## src/design/ppdm_pkg.sv

```systemverilog
// ----------------------------------------------------------------------------
// ppdm_pkg
// Shared constants and types for the pulse period and duty meter.
// ----------------------------------------------------------------------------
package ppdm_pkg;

   // capture counter width; only these low bits of a capture are used
   localparam int unsigned COUNTER_WIDTH = 32;
   localparam logic [31:0] CAP_MASK = 32'((64'd1 << COUNTER_WIDTH) - 64'd1);

   localparam logic [31:0] TOP_RESET  = 32'd65535;
   localparam logic [31:0] RATE_RESET = 32'd1000000;

   // configuration register indexes
   localparam logic [1:0] REG_COUNTER_TOP = 2'd0;
   localparam logic [1:0] REG_TICK_RATE   = 2'd1;

   // result status codes
   localparam logic [1:0] ST_WAITING = 2'd0;
   localparam logic [1:0] ST_DONE    = 2'd1;
   localparam logic [1:0] ST_EQUAL   = 2'd2;

   // measurement phases
   localparam logic [1:0] PH_FIRST_RISE = 2'd0;
   localparam logic [1:0] PH_FALL       = 2'd1;
   localparam logic [1:0] PH_NEXT_RISE  = 2'd2;

   localparam logic [5:0] FREQ_STEPS = 6'd32;
   localparam logic [5:0] DUTY_STEPS = 6'd17;

   // command to one serial divider
   typedef struct packed {
      logic        start;
      logic [5:0]  steps;     // quotient bits to produce
      logic [32:0] rem_init;  // starting partial remainder, below divisor
      logic [31:0] dividend;  // bits streamed in MSB first
      logic [32:0] divisor;
   } div_cmd_type;

endpackage

```

## src/design/ppdm_div.sv

```systemverilog
// ----------------------------------------------------------------------------
// ppdm_div
// Bit-serial restoring divider: one quotient bit per clock, dividend bits
// shifted in MSB first behind a preset partial remainder.
// ----------------------------------------------------------------------------
module ppdm_div
   import ppdm_pkg::*;
(
   input  logic        clock,
   input  logic        reset,
   input  div_cmd_type cmd,
   output logic        busy,
   output logic [31:0] quotient
);

   logic        run_ff, run_in;
   logic [5:0]  cnt_ff, cnt_in;
   logic [32:0] rem_ff, rem_in;
   logic [31:0] bits_ff, bits_in;
   logic [31:0] quo_ff, quo_in;
   logic [32:0] dvs_ff, dvs_in;

   logic [33:0] trial;
   logic [34:0] diff;
   logic        ge;

   assign trial = {rem_ff, bits_ff[31]};
   assign diff  = {1'b0, trial} - {2'b00, dvs_ff};
   assign ge    = ~diff[34];

   always_comb begin
      run_in  = run_ff;
      cnt_in  = cnt_ff;
      rem_in  = rem_ff;
      bits_in = bits_ff;
      quo_in  = quo_ff;
      dvs_in  = dvs_ff;
      if (cmd.start) begin
         run_in  = 1'b1;
         cnt_in  = cmd.steps;
         rem_in  = cmd.rem_init;
         bits_in = cmd.dividend;
         quo_in  = '0;
         dvs_in  = cmd.divisor;
      end else if (run_ff) begin
         // remainder stays below the divisor, so 33 bits hold it
         rem_in  = ge ? diff[32:0] : trial[32:0];
         bits_in = {bits_ff[30:0], 1'b0};
         quo_in  = {quo_ff[30:0], ge};
         cnt_in  = cnt_ff - 6'd1;
         if (cnt_ff == 6'd1) begin
            run_in = 1'b0;
         end
      end
   end

   always_ff @(posedge clock) begin
      if (reset) begin
         run_ff <= 1'b0;
         cnt_ff <= '0;
      end else begin
         run_ff <= run_in;
         cnt_ff <= cnt_in;
      end
      rem_ff  <= rem_in;
      bits_ff <= bits_in;
      quo_ff  <= quo_in;
      dvs_ff  <= dvs_in;
   end

   assign busy     = run_ff;
   assign quotient = quo_ff;

endmodule

```

## src/design/pulse_period_duty_meter.sv

```systemverilog
// ----------------------------------------------------------------------------
// pulse_period_duty_meter
// Period, frequency and duty of a pulse train from per-edge timer captures.
// ----------------------------------------------------------------------------
// Each request carries one capture value; each gives exactly one response.
// Edges cycle first rise, fall, next rise. A request that only stores an edge
// (or hits equal captures) goes from the difference step to the emit step; a
// closing edge passes the period step first and, on a nonzero period, the
// divide step, which waits for the 32-step frequency divider and the 17-step
// duty divider beside it. The next request is taken once the block is back in
// idle after its emit step. A response that waits on rsp_tready holds the
// block in its emit step only while the output register is still full.
// Otherwise the response register decouples the sides, so a new request is
// taken while a response waits. The user must write counter_top and tick_rate
// through the csr port only while idle; the block itself does not enforce it.
module pulse_period_duty_meter
   import ppdm_pkg::*;
(
   input  logic        clock,
   input  logic        reset,
   // request: capture_value[31:0]
   input  logic        req_tvalid,
   output logic        req_tready,
   input  logic [31:0] req_tdata,
   // response: arm_falling[0], frequency[32:1], duty_q16[48:33],
   // period_ticks[81:49], zero fill[87:82]
   output logic        rsp_tvalid,
   input  logic        rsp_tready,
   output logic [87:0] rsp_tdata,
   // response kind: status[1:0]
   output logic [1:0]  rsp_tuser,
   input  logic        csr_valid,
   output logic        csr_ready,
   input  logic [1:0]  csr_index,
   input  logic [31:0] csr_data
);

   localparam logic [2:0] S_IDLE   = 3'd0;
   localparam logic [2:0] S_DIFF   = 3'd1;
   localparam logic [2:0] S_PERIOD = 3'd2;
   localparam logic [2:0] S_DIV    = 3'd3;
   localparam logic [2:0] S_EMIT   = 3'd4;

   logic [2:0]  state_ff, state_in;
   logic [1:0]  phase_ff, phase_in;
   logic [31:0] top_ff, top_in;
   logic [31:0] rate_ff, rate_in;
   logic [31:0] cap_ff, cap_in;
   logic [31:0] last_ff, last_in;
   logic [32:0] high_ff, high_in;
   logic [32:0] low_ff, low_in;
   logic [1:0]  res_status_ff, res_status_in;
   logic        res_arm_ff, res_arm_in;
   logic [31:0] res_freq_ff, res_freq_in;
   logic [15:0] res_duty_ff, res_duty_in;
   logic [32:0] res_period_ff, res_period_in;
   logic        out_valid_ff, out_valid_in;
   logic [87:0] out_data_ff, out_data_in;
   logic [1:0]  out_user_ff, out_user_in;

   logic [33:0] wrap_sum;
   logic [32:0] wdiff;
   logic [33:0] period_sum;
   logic [32:0] period_sat;

   div_cmd_type freq_cmd, duty_cmd;
   logic        freq_busy, duty_busy;
   logic [31:0] freq_quo, duty_quo;

   ppdm_div u_freq_div (
      .clock    (clock),
      .reset    (reset),
      .cmd      (freq_cmd),
      .busy     (freq_busy),
      .quotient (freq_quo)
   );

   ppdm_div u_duty_div (
      .clock    (clock),
      .reset    (reset),
      .cmd      (duty_cmd),
      .busy     (duty_busy),
      .quotient (duty_quo)
   );

   // counter wrap: top + 1 + cur - last, modulo 2^33
   assign wrap_sum = {2'b00, top_ff} + 34'd1 + {2'b00, cap_ff} - {2'b00, last_ff};
   assign wdiff    = (cap_ff > last_ff) ? {1'b0, cap_ff - last_ff} : wrap_sum[32:0];

   assign period_sum = {1'b0, high_ff} + {1'b0, low_ff};
   assign period_sat = period_sum[33] ? '1 : period_sum[32:0];

   always_comb begin
      freq_cmd.start    = 1'b0;
      freq_cmd.steps    = FREQ_STEPS;
      freq_cmd.rem_init = '0;
      freq_cmd.dividend = rate_ff;
      freq_cmd.divisor  = period_sat;
      // high <= period, so high >> 1 is a valid starting remainder
      duty_cmd.start    = 1'b0;
      duty_cmd.steps    = DUTY_STEPS;
      duty_cmd.rem_init = {1'b0, high_ff[32:1]};
      duty_cmd.dividend = {high_ff[0], 31'd0};
      duty_cmd.divisor  = period_sat;

      state_in      = state_ff;
      phase_in      = phase_ff;
      top_in        = top_ff;
      rate_in       = rate_ff;
      cap_in        = cap_ff;
      last_in       = last_ff;
      high_in       = high_ff;
      low_in        = low_ff;
      res_status_in = res_status_ff;
      res_arm_in    = res_arm_ff;
      res_freq_in   = res_freq_ff;
      res_duty_in   = res_duty_ff;
      res_period_in = res_period_ff;
      out_valid_in  = out_valid_ff;
      out_data_in   = out_data_ff;
      out_user_in   = out_user_ff;

      if (csr_valid) begin
         case (csr_index)
            REG_COUNTER_TOP: top_in  = csr_data;
            REG_TICK_RATE:   rate_in = csr_data;
            default: ;
         endcase
      end

      if (out_valid_ff && rsp_tready) begin
         out_valid_in = 1'b0;
      end

      case (state_ff)
         S_IDLE: begin
            if (req_tvalid) begin
               cap_in   = req_tdata & CAP_MASK;
               state_in = S_DIFF;
            end
         end
         S_DIFF: begin
            res_status_in = ST_WAITING;
            res_arm_in    = 1'b0;
            res_freq_in   = '0;
            res_duty_in   = '0;
            res_period_in = '0;
            state_in      = S_EMIT;
            if (phase_ff != PH_FALL && phase_ff != PH_NEXT_RISE) begin
               last_in    = cap_ff;
               phase_in   = PH_FALL;
               res_arm_in = 1'b1;
            end else if (cap_ff == last_ff) begin
               res_status_in = ST_EQUAL;
               phase_in      = PH_FIRST_RISE;
            end else if (phase_ff == PH_FALL) begin
               high_in  = wdiff;
               last_in  = cap_ff;
               phase_in = PH_NEXT_RISE;
            end else begin
               low_in   = wdiff;
               state_in = S_PERIOD;
            end
         end
         S_PERIOD: begin
            phase_in      = PH_FIRST_RISE;
            res_status_in = ST_DONE;
            res_period_in = period_sat;
            if (period_sat == '0) begin
               res_freq_in = '1;
               res_duty_in = '0;
               state_in    = S_EMIT;
            end else begin
               freq_cmd.start = 1'b1;
               duty_cmd.start = 1'b1;
               state_in       = S_DIV;
            end
         end
         S_DIV: begin
            if (!freq_busy && !duty_busy) begin
               res_freq_in = freq_quo;
               // a full-high pulse gives 65536, clamp to the top code
               res_duty_in = duty_quo[16] ? 16'hFFFF : duty_quo[15:0];
               state_in    = S_EMIT;
            end
         end
         S_EMIT: begin
            if (!out_valid_ff || rsp_tready) begin
               out_valid_in = 1'b1;
               out_user_in  = res_status_ff;
               out_data_in  = {6'd0, res_period_ff, res_duty_ff, res_freq_ff, res_arm_ff};
               state_in     = S_IDLE;
            end
         end
         default: begin
            state_in = S_IDLE;
         end
      endcase
   end

   always_ff @(posedge clock) begin
      if (reset) begin
         state_ff     <= S_IDLE;
         phase_ff     <= PH_FIRST_RISE;
         top_ff       <= TOP_RESET;
         rate_ff      <= RATE_RESET;
         last_ff      <= '0;
         high_ff      <= '0;
         out_valid_ff <= 1'b0;
      end else begin
         state_ff     <= state_in;
         phase_ff     <= phase_in;
         top_ff       <= top_in;
         rate_ff      <= rate_in;
         last_ff      <= last_in;
         high_ff      <= high_in;
         out_valid_ff <= out_valid_in;
      end
      cap_ff        <= cap_in;
      low_ff        <= low_in;
      res_status_ff <= res_status_in;
      res_arm_ff    <= res_arm_in;
      res_freq_ff   <= res_freq_in;
      res_duty_ff   <= res_duty_in;
      res_period_ff <= res_period_in;
      out_data_ff   <= out_data_in;
      out_user_ff   <= out_user_in;
   end

   assign req_tready = (state_ff == S_IDLE);
   assign csr_ready  = 1'b1;
   assign rsp_tvalid = out_valid_ff;
   assign rsp_tdata  = out_data_ff;
   assign rsp_tuser  = out_user_ff;

endmodule
```

## config.mk

```make
export PLATFORM = sky130hd
export DESIGN_NAME = pulse_period_duty_meter
export DESIGN_NICKNAME = d
export VERILOG_FILES = /design/src/design/ppdm_pkg.sv /design/src/design/ppdm_div.sv /design/src/design/pulse_period_duty_meter.sv
export SDC_FILE = /design/constraint.sdc
export NUM_CORES = 1
export LEC_CHECK = 0
export BUFFER_PORTS_ARGS = -buffer_cell sky130_fd_sc_hd__buf_2
export CAP_MARGIN = 20
export CORE_UTILIZATION = 53
export CTS_CLUSTER_SIZE = 12
export DETAILED_ROUTE_END_ITERATION = 16
export GPL_TIMING_DRIVEN = 0
export PLACE_DENSITY_LB_ADDON = 0.25
export SKIP_CTS_REPAIR_TIMING = 1
export SYNTH_ARGS = -nofsm -noshare
export SYNTH_HDL_FRONTEND = slang
export SYNTH_SLANG_ARGS = --single-unit
```

## constraint.sdc

```tcl
create_clock -name clock -period 17.5 [get_ports clock]
set_clock_uncertainty 0.2 [all_clocks]
set_input_delay 2.625 -clock clock [delete_from_list [all_inputs] [get_ports clock]]
set_output_delay 2.625 -clock clock [all_outputs]
set_load 0.05 [all_outputs]
```

# == After elaboration in Yosys (flattened, before gate mapping) ==
# Cells that the tools add are included.
# classes
eq_ne,17
addsub,9
reduce_logical,26
n_bitwise,5
div,0
mul,0
muxes,52
magnitude_cmp,1
shift,0
# op_table
cell,count
$mux W32,11
$mux W33,4
$pmux W32 S3,1
$sub A34 B33 Y35,2
$pmux W33 S2,1
$mux W16,3
$pmux W16 S3,1
$add A33 B33 Y34,1
$add A32 B1 Y33 const B,1
$add A33 B32 Y33,1
$logic_not A33 Y1,1
$sub A33 B32 Y33,1
$eq A32 B32 Y1,1
$gt A32 B32 Y1,1
$sub A32 B32 Y32,1
$mux W3,7
$pmux W3 S5,1
$eq A6 B1 Y1 const B,2
$mux W1,12
$mux W6,2
$ne A2 B2 Y1 const B,6
$sub A6 B1 Y6 const B,2
$mux W2,5
$mux W5,2
other kinds (19),40
# word_totals
word_cells,140
latch_bits,0
mem_count,0
rom_bits,0
mem_bits_rw,0
in_bits,71
ff_bits,563

# == Longest topological paths before layout ==
# logic_depth
ltp_word,6
depth_mapped,17
depth_no_buf,15

# == Hierarchy ==
# A second synthesis with hierarchy kept.
# unflattened
cells_unflattened,3485
hier_area_um2,35143.7
# by_module_without_submodules
mod,area_per_inst_um2,instances,seq_area_each_um2,cells_per_inst
pulse_period_duty_meter,20108.0,1,9699.3,2091
ppdm_div at u_freq_div,7544.7,1,3723.6,699
ppdm_div at u_duty_div,7490.9,1,3723.6,695

# == Least setup slack after synthesis ==
# Ideal clock, no wire load.
# synth_path
path_kind,input to register
start,input port rsp_tready
end,"register out_data_ff[0], in the netlist rsp_tdata[0] (enable)"
arrival_ps,6197
setup_time_ps,527
path_stages,2
slack_ps,10576
n_path_buf,0
required_ps,16773
path_cell_list,nor2b_1 nor2_1
# synth_between
elab_chain_len,2
# synth_rtl
element,line,text
from (decl),pulse_period_duty_meter.sv:28,"input logic rsp_tready,"
$logic_or A1 B1 Y1,pulse_period_duty_meter.sv:188,if (!out_valid_ff || rsp_tready) begin
$reduce_and A2 Y1 (no source line),--,
to (signal assigned),pulse_period_duty_meter.sv:226,out_data_ff <= out_data_in;
to (decl),pulse_period_duty_meter.sv:58,"logic [87:0] out_data_ff, out_data_in;"
# No other way between the ends.
# A chain may end at the register's enable or synchronous reset.

# == Worst setup path after layout ==
# layout_path
start,register high_ff[1]
end,register u_freq_div.bits_ff[13] (enable)
# layout_between
elab_chain_len,6
# layout_rtl
element,line,text
from (decl),pulse_period_duty_meter.sv:50,"logic [32:0] high_ff, high_in;"
from (signal assigned),pulse_period_duty_meter.sv:216,high_ff <= high_in;
$add A33 B33 Y34,pulse_period_duty_meter.sv:90,"assign period_sum = {1'b0, high_ff} + {1'b0, low_ff};"
$mux W33,pulse_period_duty_meter.sv:91,assign period_sat = period_sum[33] ? '1 : period_sum[32:0];
$logic_not A33 Y1,pulse_period_duty_meter.sv:169,if (period_sat == '0) begin
$mux W1,pulse_period_duty_meter.sv:169,
$mux W1,pulse_period_duty_meter.sv:135,case (state_ff)
$reduce_bool A2 Y1 (no source line),--,
to (signal assigned),ppdm_div.sv:66,bits_ff <= bits_in;
to (decl),ppdm_div.sv:19,"logic [31:0] bits_ff, bits_in;"
# No other way between the ends.

==> flow_summary.ini <==
[clocking]
clk_pin_slew_worst_paths_ns = 0.06
cts_tree = done
clockRootBuffer = clkbuf_16
worstSkewPairLatency_ns = 0.64
clock-sinks = 563
numCtsBuffers = 60
cts.path.max_buffers = 3
htreeDepth = 2

[drt]
vias_per_cell = 5.691
drt_pass1_iterations = 5
ant_nets = 0
drc = 0
drt_iter0_drc = 1710
wl_per_cell_um = 20.13
vias = 23920
totalWireLength_um = 84600

[sta]
slew_headroom_pct = 27.80
fin_tns_setup_ns = 0
max_clock_freq_mhz = 165.9
rsz0062_at_grt = no
layout_min_cycle_time_ns = 6.028
slew_viol_final = 0
post-route-period-util_pct = 34.45
finalHoldViolations = 0
setup_violations = 0
tightest_slew_ns = 1.083

[synth]
seq_area_frac_synth_pct = 46.83
syn_area_per_cell_sq_um = 9.874
yosysWarnings = 0
synth_ff_type = edfxtp_1
synth_edf_count = 331
synthDistinctLibCells = 84
netlist.area_leader.share_pct = 31.92
synth_seq_cells = 563
ys_top_cells_by_area = edfxtp_1 32%, dfxtp_1 15%, ha_1 6.9%, a21oi_1 4.7%, nor2_1 4.0%
netlist_area_sq_mm = 0.03114
async_flop_share_pct = 0
synth_cells = 3154
yosysTopAreaCell = edfxtp_1

[die]
placementRows = 88
die-height_um = 244.4
start_util_pct = 53.77
fp.dieArea_sq_mm = 0.05973
fp.dieW_um = 244.4
num_io_pins = 164
core_area_sq_mm = 0.05792

[setup_path]
slowest_stage = a2111oi_0
cp.arrival_ns = 6.02
start_kind = register
worst_path_largest_cell_delay_ns = 0.69
end_kind = register
cp_data_required_time_ns = 17.50
crit_type = reg2reg
path_cells = ha_1 -> a211oi_1 -> nor2_1 -> xnor2_1 -> nand4_1 -> a2111oi_0 -> and4_1 -> nand4_1 -> nor4_1 -> and4_1 -> a21o_2 -> buf_6 -> buf_6 -> nand2b_2
crit_fanout = 32

[placement]
dp_cells = 4088
place_congestion = 0.9562
dpl.hpwl_um = 66610
io_buffers = 155

[power_and_ir_drop]
leakagePower_nw = 14.18
ir_drop_uv = 89.24
power.density_mw_per_mm2 = 113.0

[global_route]
antenna_found_initial = 1
grt_start_max_net_pins = 43
grt_pass1_vias = 23680
track_usage_pct = 28.35
grt_pass1_wl_um = 131500
overflow = 0

[finish]
layout-drive-gt1-share_pct = 12.07
area_delta_synth_final_pct = 12.48
nets = 3663
final.fill_count = 4959
layoutNonFillerInstCount = 4203
layout_common_cells = 334 x nor2_1, 331 x edfxtp_1, 290 x a21oi_1, 290 x inv_1, 251 x nand2_1
layout_commonest_cell = nor2_1

[outcome]
status = finished, final reports clean

[flow_run]
timing.max_cap.violations = 0

[hold_path]
holdCritPathClass = reg2reg
through the flow:
stage               hold WS (ns)  total power, W  utilization [%]  area (sq um)  setup slack (ns)
finish                    0.2160        0.003957            60.48         35030             11.47
global route              0.2319        0.004153            60.48         35030             11.32
CTS                       0.2119        0.003963            60.48         35030             11.52
detailed placement        0.2045        0.002706            57.12         33080             11.55
global placement          0.2013        0.002681            56.80         32900             8.656
floorplan                 0.2003        0.002432                -         31160             10.58
sequential cells by signal, indices dropped and copies added, names as in the netlist, 2 cells and up:
signal / flops
res_freq_ff: 32
res_period_ff: 33
phase_ff: 2
top_ff: 32
high_ff: 33
u_freq_div.rem_ff: 33
u_duty_div.dvs_ff: 33
u_freq_div.quotient: 32
low_ff: 33
u_duty_div.rem_ff: 33
u_freq_div.cnt_ff: 6
state_ff: 3
res_duty_ff: 16
rate_ff: 32
u_freq_div.bits_ff: 32
rsp_tdata: 82
rsp_tuser: 2
u_duty_div.cnt_ff: 6
u_duty_div.quotient: 17
last_ff: 32
res_status_ff: 2
cap_ff: 32
where the power goes:
part	switching [W]	internal (W)
Combinational	0.000670	0.000452
Clock	0.000535	0.000722
Sequential	0.0000627	0.00152
path summary, 6_finish.rpt:
path,from,end,slack (ns),cells past startpoint
setup / recovery,high_ff[1],u_freq_div.bits_ff[13],11.47,14
hold / removal,res_status_ff[0],rsp_tuser[0],0.22,0
setup reg to reg,high_ff[1],u_freq_div.bits_ff[13],11.47,14
hold reg to reg,res_status_ff[0],rsp_tuser[0],0.22,0
critical path: cells and delay by family, from the launching register on:
kind	cells	cell delay [ns]
xor gates and xnor gates	1	0.55
AOI/OAI and AO/OA	3	1.49
buffers and inverters	2	0.45
adders and majority gates	1	0.29
DFF	1	0.46
and+or+nand+nor	7	2.11
cell type report:
cell class | instances | area [sq um] | share of cell area (%)
Antenna cell | 1 | 2.502 | 0.007144
Buffer | 142 | 644.4 | 1.839
Clock buffer | 95 | 1760 | 5.026
Clock inverter | 19 | 187.7 | 0.5358
Inverter | 292 | 1096 | 3.129
Multi-Input combinational cell | 2162 | 14870 | 42.44
Sequential cell | 563 | 14580 | 41.63
Tap cell | 765 | 957.2 | 2.732
Timing Repair Buffer | 164 | 929.6 | 2.654
metal layers:
| metal | vias up | GRT usage (%) | routed length (um) |
|---|---|---|---|
| met5 | - | 0 | 11 |
| met4 | 2 | 13.49 | 4197 |
| met3 | 169 | 3.161 | 3641 |
| met2 | 684 | 48.95 | 40810 |
| met1 | 11470 | 35.39 | 35940 |
| li1 | 11600 | - | - |
synthesized netlist by cell type, types with 7 or more instances:
master    count
nor2_1      335
edfxtp_1    331
a21oi_1     291
inv_1       290
nand2_1     251
dfxtp_1     232
ha_1        171
o21ai_0      96
clkbuf_1     95
mux2i_1      84
xnor2_1      82
nor3_1       69
a21o_1       66
mux2_2       60
a211oi_1     48
xor2_1       48
o21a_1       43
nand3_1      40
o211ai_1     38
o21bai_1     38
fa_1         36
nand2b_1     31
nor2b_1      29
mux2_4       27
nand4_1      24
a31oi_1      23
buf_2        23
and2_1       20
and3_1       16
o31ai_1      16
or3_1        14
a21boi_0     13
nor4_1       10
buf_1         9
nor3b_1       9
and4_1        8
buf_4         8
a211o_1       7
buf_6         7
o31a_1        7
or2_2         7
cells by family after synthesis:
| logic type | share of synthesized area, % |
|---|---|
| adders and majority gates | 9.184 |
| AOI/OAI and AO/OA | 15.66 |
| DFF | 46.83 |
| buffers and inverters | 5.588 |
| and+or+nand+nor | 12.86 |
| muxes | 6.207 |
| other | 0.02411 |
| xor gates and xnor gates | 3.656 |
No activity file was read; power rests on OpenSTA's default activity.
